$ cat src/sv/pva_pkg.sv
`timescale 1ns / 1ps
// shared types and constants for the polyphonic voice allocator
// no dependencies; used by pva_cell and polyphonic_voice_allocator
package pva_pkg;

	localparam int NOTE_W = 7;
	localparam int CH_W   = 4;
	localparam int AGE_W  = 32;
	localparam int IDX_W  = 4;
	localparam int CNT_W  = IDX_W + 1;
	localparam int CFG_W  = 4;

	localparam logic KIND_OFF = 1'b0;
	localparam logic KIND_ON  = 1'b1;

	localparam logic [CFG_W-1:0] VOICE_COUNT_RESET = CFG_W'(3);
	localparam logic [AGE_W-1:0] AGE_RESET         = AGE_W'(1);

	// search record that walks down the row of voice cells
	typedef struct packed {
		logic              valid;
		logic              kind;
		logic [CH_W-1:0]   channel;
		logic [NOTE_W-1:0] note;
		logic              free_hit;
		logic [IDX_W-1:0]  free_idx;
		logic              ch_hit;
		logic [IDX_W-1:0]  ch_idx;
		logic              match_hit;
		logic [IDX_W-1:0]  match_idx;
		logic [AGE_W-1:0]  best_age;
		logic [IDX_W-1:0]  best_idx;
	} scan_t;

	// update broadcast to all cells
	typedef struct packed {
		logic              en;
		logic              kind;
		logic [IDX_W-1:0]  idx;
		logic [NOTE_W-1:0] note;
		logic [CH_W-1:0]   channel;
		logic [AGE_W-1:0]  age;
	} wr_t;

endpackage

$ cat src/sv/pva_cell.sv
`timescale 1ns / 1ps
// one voice slot: holds active flag, note, channel and age of a voice
// folds its voice into the search record and passes it on; uses pva_pkg
module pva_cell #(
	parameter int IDX = 0
) (
	input  logic                      clk,
	input  logic                      arst_n,
	input  logic [pva_pkg::CNT_W-1:0] voices,
	input  pva_pkg::scan_t            scan_in,
	output pva_pkg::scan_t            scan_out,
	input  pva_pkg::wr_t              wr
);

	localparam logic [pva_pkg::CNT_W-1:0] MY_CNT = pva_pkg::CNT_W'(IDX);
	localparam logic [pva_pkg::IDX_W-1:0] MY_IDX = pva_pkg::IDX_W'(IDX);

	logic                       active_q;
	logic [pva_pkg::NOTE_W-1:0] note_q;
	logic [pva_pkg::CH_W-1:0]   channel_q;
	logic [pva_pkg::AGE_W-1:0]  age_q;
	pva_pkg::scan_t             nxt;
	pva_pkg::scan_t             scan_q;
	logic                       in_use;

	assign in_use = MY_CNT < voices;

	always_comb begin
		nxt = scan_in;
		if (in_use) begin
			if (!active_q && !scan_in.free_hit) begin
				nxt.free_hit = 1'b1;
				nxt.free_idx = MY_IDX;
			end
			if (channel_q == scan_in.channel && !scan_in.ch_hit) begin
				nxt.ch_hit = 1'b1;
				nxt.ch_idx = MY_IDX;
			end
			if (active_q && note_q == scan_in.note && !scan_in.match_hit) begin
				nxt.match_hit = 1'b1;
				nxt.match_idx = MY_IDX;
			end
			// first cell seeds the oldest-voice search, strict less keeps lowest index
			if (IDX == 0 || age_q < scan_in.best_age) begin
				nxt.best_age = age_q;
				nxt.best_idx = MY_IDX;
			end
		end
	end

	always_ff @(posedge clk or negedge arst_n) begin
		if (!arst_n) begin
			scan_q <= '0;
		end else begin
			scan_q <= nxt;
		end
	end

	assign scan_out = scan_q;

	always_ff @(posedge clk or negedge arst_n) begin
		if (!arst_n) begin
			active_q  <= 1'b0;
			note_q    <= '0;
			channel_q <= '0;
			age_q     <= '0;
		end else if (wr.en && wr.idx == MY_IDX) begin
			if (wr.kind == pva_pkg::KIND_ON) begin
				active_q  <= 1'b1;
				note_q    <= wr.note;
				channel_q <= wr.channel;
				age_q     <= wr.age;
			end else begin
				active_q <= 1'b0;
			end
		end
	end

endmodule

$ cat src/sv/polyphonic_voice_allocator.sv
`timescale 1ns / 1ps
// polyphonic voice allocator top level: row of voice cells plus decision and output stage
// depends on pva_pkg and pva_cell
//
// s_* channel takes note events: tuser[0] is the kind (0 note off, 1 note on),
// tdata holds channel and note. m_* channel gives at most one beat per event:
// tuser[0] is the command (0 released, 1 started), tdata voice index and note.
// cfg_* writes voice_count (voices in use, saturated to 1..MAX_VOICES); it is
// always ready; the user must write it only while no event is in flight, as the
// block itself does not enforce this. An event walks the row of MAX_VOICES cells
// one cell per cycle, collecting the lowest free voice, lowest same-channel voice,
// oldest voice and lowest active voice with the note. The finished record is
// registered after the walk, and the decision is written back to the chosen cell
// in the same cycle the result is registered. One event is in flight at a time,
// so a new event is taken only once the last one's decision has been applied.
// The input is taken again while a result still waits on the output; a stalled
// output holds the decision of the following event until the beat leaves.
// Reset clears all voices, sets the age counter to one and voice_count to 3.
module polyphonic_voice_allocator #(
	parameter int MAX_VOICES = 12
) (
	input  logic                      clk,
	input  logic                      arst_n,
	input  logic                      s_tvalid,
	output logic                      s_tready,
	input  logic [15:0]               s_tdata,   // channel[3:0], note[10:4]
	input  logic [0:0]                s_tuser,   // kind[0]
	output logic                      m_tvalid,
	input  logic                      m_tready,
	output logic [15:0]               m_tdata,   // voice_index[3:0], note_out[10:4]
	output logic [0:0]                m_tuser,   // command[0]
	input  logic                      cfg_valid,
	output logic                      cfg_ready,
	input  logic [pva_pkg::CFG_W-1:0] cfg_data
);

	localparam logic [pva_pkg::CNT_W-1:0] MAX_CNT = pva_pkg::CNT_W'(MAX_VOICES);

	logic [pva_pkg::CFG_W-1:0]  voice_count_q;
	logic [pva_pkg::CNT_W-1:0]  voices;
	logic [pva_pkg::AGE_W-1:0]  age_q;
	logic                       busy_q;
	pva_pkg::scan_t             chain [MAX_VOICES+1];
	pva_pkg::scan_t             fin_q;
	pva_pkg::wr_t               wr;
	logic                       accept;
	logic                       has_result;
	logic                       out_free;
	logic                       apply;
	logic [pva_pkg::IDX_W-1:0]  pick;
	logic [pva_pkg::IDX_W-1:0]  voice_index_q;
	logic [pva_pkg::NOTE_W-1:0] note_out_q;
	logic                       command_q;

	assign cfg_ready = 1'b1;
	assign s_tready  = !busy_q;
	assign accept    = s_tvalid && s_tready;

	always_ff @(posedge clk or negedge arst_n) begin
		if (!arst_n) begin
			voice_count_q <= pva_pkg::VOICE_COUNT_RESET;
		end else if (cfg_valid && cfg_ready) begin
			voice_count_q <= cfg_data;
		end
	end

	always_comb begin
		voices = pva_pkg::CNT_W'(voice_count_q);
		if (voices == '0) begin
			voices = pva_pkg::CNT_W'(1);
		end else if (voices > MAX_CNT) begin
			voices = MAX_CNT;
		end
	end

	always_comb begin
		chain[0]           = '0;
		chain[0].valid     = accept;
		chain[0].kind      = s_tuser[0];
		chain[0].channel   = s_tdata[3:0];
		chain[0].note      = s_tdata[10:4];
	end

	for (genvar g = 0; g < MAX_VOICES; g++) begin : g_cell
		pva_cell #(.IDX(g)) u_cell (
			.clk      (clk),
			.arst_n   (arst_n),
			.voices   (voices),
			.scan_in  (chain[g]),
			.scan_out (chain[g+1]),
			.wr       (wr)
		);
	end

	// holds the finished record until the output slot can take its result
	always_ff @(posedge clk or negedge arst_n) begin
		if (!arst_n) begin
			fin_q <= '0;
		end else if (chain[MAX_VOICES].valid) begin
			fin_q <= chain[MAX_VOICES];
		end else if (apply) begin
			fin_q.valid <= 1'b0;
		end
	end

	always_comb begin
		priority if (fin_q.kind == pva_pkg::KIND_OFF) begin
			pick = fin_q.match_idx;
		end else if (fin_q.free_hit) begin
			pick = fin_q.free_idx;
		end else if (fin_q.ch_hit) begin
			pick = fin_q.ch_idx;
		end else begin
			pick = fin_q.best_idx;
		end
	end

	assign has_result = (fin_q.kind == pva_pkg::KIND_ON) || fin_q.match_hit;
	assign out_free   = !m_tvalid || m_tready;
	assign apply      = fin_q.valid && (!has_result || out_free);

	always_comb begin
		wr.en      = apply && has_result;
		wr.kind    = fin_q.kind;
		wr.idx     = pick;
		wr.note    = fin_q.note;
		wr.channel = fin_q.channel;
		wr.age     = age_q;
	end

	always_ff @(posedge clk or negedge arst_n) begin
		if (!arst_n) begin
			age_q  <= pva_pkg::AGE_RESET;
			busy_q <= 1'b0;
		end else begin
			if (apply && fin_q.kind == pva_pkg::KIND_ON) begin
				age_q <= age_q + pva_pkg::AGE_W'(1);
			end
			if (accept) begin
				busy_q <= 1'b1;
			end else if (apply) begin
				busy_q <= 1'b0;
			end
		end
	end

	always_ff @(posedge clk or negedge arst_n) begin
		if (!arst_n) begin
			m_tvalid <= 1'b0;
		end else if (apply && has_result) begin
			m_tvalid <= 1'b1;
		end else if (m_tready) begin
			m_tvalid <= 1'b0;
		end
	end

	always_ff @(posedge clk) begin
		if (apply && has_result) begin
			command_q     <= fin_q.kind;
			voice_index_q <= pick;
			note_out_q    <= fin_q.note;
		end
	end

	assign m_tuser = command_q;
	assign m_tdata = {5'b0, note_out_q, voice_index_q};

	// a finished record only exists while the event is still in flight
	a_fin_busy: assert property (@(posedge clk) disable iff (!arst_n)
		fin_q.valid |-> busy_q)
		else $error("finished record without event in flight");

	// a write-back with a result always shows up on the output next cycle
	a_apply_out: assert property (@(posedge clk) disable iff (!arst_n)
		(apply && has_result) |=> m_tvalid)
		else $error("decision made but no output beat");

	// the reported voice is always one of the voices in use
	a_idx_range: assert property (@(posedge clk) disable iff (!arst_n)
		wr.en |-> (pva_pkg::CNT_W'(wr.idx) < voices))
		else $error("voice index outside the voices in use");

	// one event at a time through the row
	a_single: assert property (@(posedge clk) disable iff (!arst_n)
		accept |=> !s_tready)
		else $error("input taken while an event is in flight");

endmodule

$ cat config.mk
export PLATFORM = sky130hd
export DESIGN_NAME = polyphonic_voice_allocator
export DESIGN_NICKNAME = d
export VERILOG_FILES = /design/src/sv/pva_pkg.sv /design/src/sv/pva_cell.sv /design/src/sv/polyphonic_voice_allocator.sv
export SDC_FILE = /design/constraint.sdc
export NUM_CORES = 2
export LEC_CHECK = 0
export BUFFER_PORTS_ARGS = -buffer_cell sky130_fd_sc_hd__buf_2
export CORE_AREA = 2 2 346 348
export CTS_CLUSTER_DIAMETER = 50
export DETAILED_ROUTE_END_ITERATION = 16
export DIE_AREA = 0 0 348 350
export PLACE_DENSITY = 0.59
export SLEW_MARGIN = 20
export SYNTH_ARGS = -nofsm -noshare
export SYNTH_HDL_FRONTEND = slang
export SYNTH_SLANG_ARGS = --single-unit
export TNS_END_PERCENT = 1
$ cat constraint.sdc
create_clock -name clk -period 6.25 [get_ports clk]
set_input_delay 1.25 -clock clk [delete_from_list [all_inputs] [get_ports clk]]
set_output_delay 1.25 -clock clk [all_outputs]
set_load 0.02 [all_outputs]
==> results.json <==
{
  "status": "completed",
  "post-dp-hpwl_mm": 78.16,
  "r2r-start": "fin_q[62]$_DFFE_PN0P_",
  "worstPathMaxFanout": 25,
  "place_inst": 5577,
  "finalClockSkew_ns": 0.02042,
  "setup_violations": 0,
  "via_per_inst": 5.058,
  "synth_cell_types": 71,
  "switching_power_w": 0.005391,
  "synth_edf_count": 12,
  "final_area_mm2": 0.06189,
  "port_buffers": 34,
  "finalCriticalPeriod_ns": 3.947,
  "cp-start-kind": "input pin",
  "intPower_w": 0.01511,
  "p_clk_frac": 0.405,
  "switching_share": 0.2629,
  "die_area_mm2": 0.1218,
  "tightest_slew_ns": 1.141,
  "synthCells": 4123,
  "core-area_mm2": 0.1178,
  "ys_warn_count": 0,
  "fin_cells": 5847,
  "cts.htree.levels": 4,
  "peakVddDrop_mv": 0.2519,
  "synth_area_leaders": "dfrtp_1 (58%), mux2_2 (17%), ha_1 (7.8%)",
  "postRouteAntennaNets": 0,
  "cts_resized": 0,
  "tns_ns": 0,
  "fin_crit_sh": 0.6315,
  "drt_iter0_drc": 1400,
  "io_pins": 46,
  "crit_start": "m_tready",
  "clk_path_buf_depth": 3,
  "cts_sinks": 1286,
  "grt_usage": 0.1883,
  "antenna_found_initial": 5,
  "whs_ns": 0.3469,
  "grt_setup_unrepaired": "no",
  "pwr_density_cell_mw_per_mm2": 331.2,
  "holdBufCountCts": 0,
  "grt_max_degree": 161,
  "die_w_um": 348,
  "insertion_delay_ns": 0.74,
  "max_clock_freq_mhz": 253.4,
  "grt-ovfl-total": 0,
  "ys_seq_area_frac": 0.5845,
  "grt_pass1_wl_mm": 177.7,
  "cts_tree": "built",
  "post-route-drc-count": 0,
  "synth_area_mm2": 0.05517,
  "worstHoldStart": "g_cell[2].u_cell.scan_out[62]$_DFF_PN0_",
  "cp.arrival_ns": 4.56,
  "yosys.area.top_type": "dfrtp_1",
  "cp-end-kind": "register",
  "yosysTopAreaCellShare": 0.5765,
  "syn_avg_cell_area_um2": 13.38,
  "area_growth_pct": 12.19,
  "final_max_slew_viol_count": 0,
  "nets": 4556,
  "finalHoldViolCount": 0,
  "firstDrtPassIters": 5,
  "ys.flop_type": "dfrtp_1",
  "cap_violations": 0,
  "min_path_type": "reg2reg",
  "ys_seq_elements": 1286,
  "slew_headroom": 0.2335,
  "drive_above_1_share": 0.2859,
  "async_flop_share": 0.9907,
  "comb_power_share": 0.127,
  "start_util": 0.4684,
  "finalWirelength_mm": 109.6,
  "place.gp.congestion": 0.8149,
  "place_area_mm2": 0.05710,
  "seqPwrFrac": 0.467,
  "required_ns": 6.86,
  "clk_pin_slew_ns": 0.06,
  "grt_pass1_vias": 31000,
  "fp.dieH_um": 350,
  "critPathKind": "in2reg",
  "clockRootBuffer": "clkbuf_16",
  "finish.utilization": 0.5256,
  "rows": 126,
  "power_leakage_nw": 30.92,
  "via_count": 29570,
  "detail_route.wl_per_cell_um": 18.75,
  "cts_buffers": 145,
  "cts_setup_buffers": 0
}
## final cells by class
type                    instances  area, µm²
flip-flops and latches       1286      32250
diodes                         12      30.03
fillers                      9810      55870
clock inverters                42      427.9
multi-input cells            2298      20860
inverters                     370       1389
well taps                    1536       1922
repair buffers                 87      695.7
clock buffers                 216       4327
## worst max-delay path, cell delays in order
cell and delay, ns:
buf_2 0.08, nand2b_1 0.22, nand2_1 0.07, or2_1 0.38
inv_1 0.11, buf_4 0.27, nand4_1 0.51, nor2_4 0.76
buf_4 0.46, mux2_2 0.38
## state kept, by name (all words and copies together) (netlist names)
register and cells:
g_cell.u_cell.note_q 84, age_q 32, g_cell.u_cell.scan_out 676, m_tuser 1, g_cell.u_cell.channel_q 48, m_tvalid 1, voice_count_q 4, busy_q 1
g_cell.u_cell.age_q 384, voice_index_q 4, g_cell.u_cell.active_q 12, fin_q 32, note_out_q 7
## power by group through the flow
stage | Combinational (W) | Sequential (W) | Clock [W]
3_3_place_gp | 0.00266 | 0.00973 | 0
4_1_cts | 0.00268 | 0.00960 | 0.00856
2_1_floorplan | 0.00196 | 0.00930 | 0
6_report | 0.00261 | 0.00958 | 0.00831
3_5_place_dp | 0.00267 | 0.00974 | 0
5_1_grt | 0.00287 | 0.00966 | 0.00892
## through the flow
step | power (W) | worst slack [ns]
final | 0.02050 | 2.303
after global routing | 0.02145 | 2.151
after CTS | 0.02084 | 2.336
after detailed placement | 0.01242 | 1.542
after global placement | 0.01239 | 1.545
after floorplan | 0.01125 | 2.864
## per-layer routing
metal / vias up / wire, µm / share of wire / track usage
li1: 14280 / - / - / -
met1: 14860 / 53700 / 0.49 / 0.2690
met2: 285 / 49690 / 0.45 / 0.2966
met3: 148 / 3202 / 0.029 / 0.02971
met4: 0 / 3056 / 0.028 / 0.05813
met5: - / 0 / 0 / 0
## kinds of logic (layout without fill, tap and decap cells)
family,after synthesis,after routing,synth area share
xor+xnor,158,158,0.02509
simple gates,571,571,0.05539
mux,861,861,0.1757
buf+inv,543,715,0.03987
flops,1286,1286,0.5845
other cells,2,18,0.0001361
compound gates,360,360,0.04178
fa+ha+maj,342,342,0.07757
## synthesized netlist by cell type, drive strengths merged (66+ instances only)
library cell	instances
nand2	129
a21oi	105
nor2b	67
xnor2	102
ha	342
dfrtp	1271
o21ai	93
clkbuf	89
mux2	857
or2	66
inv	370
buf	84
nand4	69
nor2	71
## path summary, 6_finish.rpt
| check | end | slack (ns) | cells past startpoint |
|---|---|---|---|
| min | g_cell[3].u_cell.scan_out[62]$_DFF_PN0_ | 0.35 | 0 |
| max in group asynchronous | g_cell[0].u_cell.age_q[11]$_DFFE_PN0P_ | 4.32 | 2 |
| max | g_cell[3].u_cell.age_q[2]$_DFFE_PN0P_ | 2.30 | 10 |
| min in group asynchronous | g_cell[4].u_cell.scan_out[36]$_DFF_PN0_ | 0.53 | 1 |
| min reg2reg | g_cell[3].u_cell.scan_out[62]$_DFF_PN0_ | 0.35 | 0 |
| max reg2reg | g_cell[3].u_cell.age_q[2]$_DFFE_PN0P_ | 2.44 | 9 |
## cell usage in the layout, fill, tap and decap left out, types with 13 or more instances in the layout
| cell type | instances |
|---|---|
| nand2_1 | 125 |
| xor2_1 | 56 |
| nor2_1 | 65 |
| nand3_1 | 33 |
| inv_1 | 370 |
| a21oi_1 | 102 |
| mux2_2 | 826 |
| xnor2_1 | 102 |
| a2111oi_0 | 13 |
| a21o_1 | 60 |
| or2_2 | 65 |
| nor2b_1 | 67 |
| clkbuf_16 | 154 |
| nor4_1 | 30 |
| nand4_1 | 69 |
| clkbuf_1 | 38 |
| mux2_1 | 31 |
| o21ai_0 | 90 |
| clkinv_2 | 19 |
| nand2b_1 | 21 |
| buf_2 | 33 |
| clkbuf_8 | 24 |
| nor3_1 | 36 |
| buf_4 | 44 |
| ha_1 | 342 |
| a211oi_1 | 17 |
| dfrtp_1 | 1270 |
Note: power is estimated with default switching activity, not from simulation.
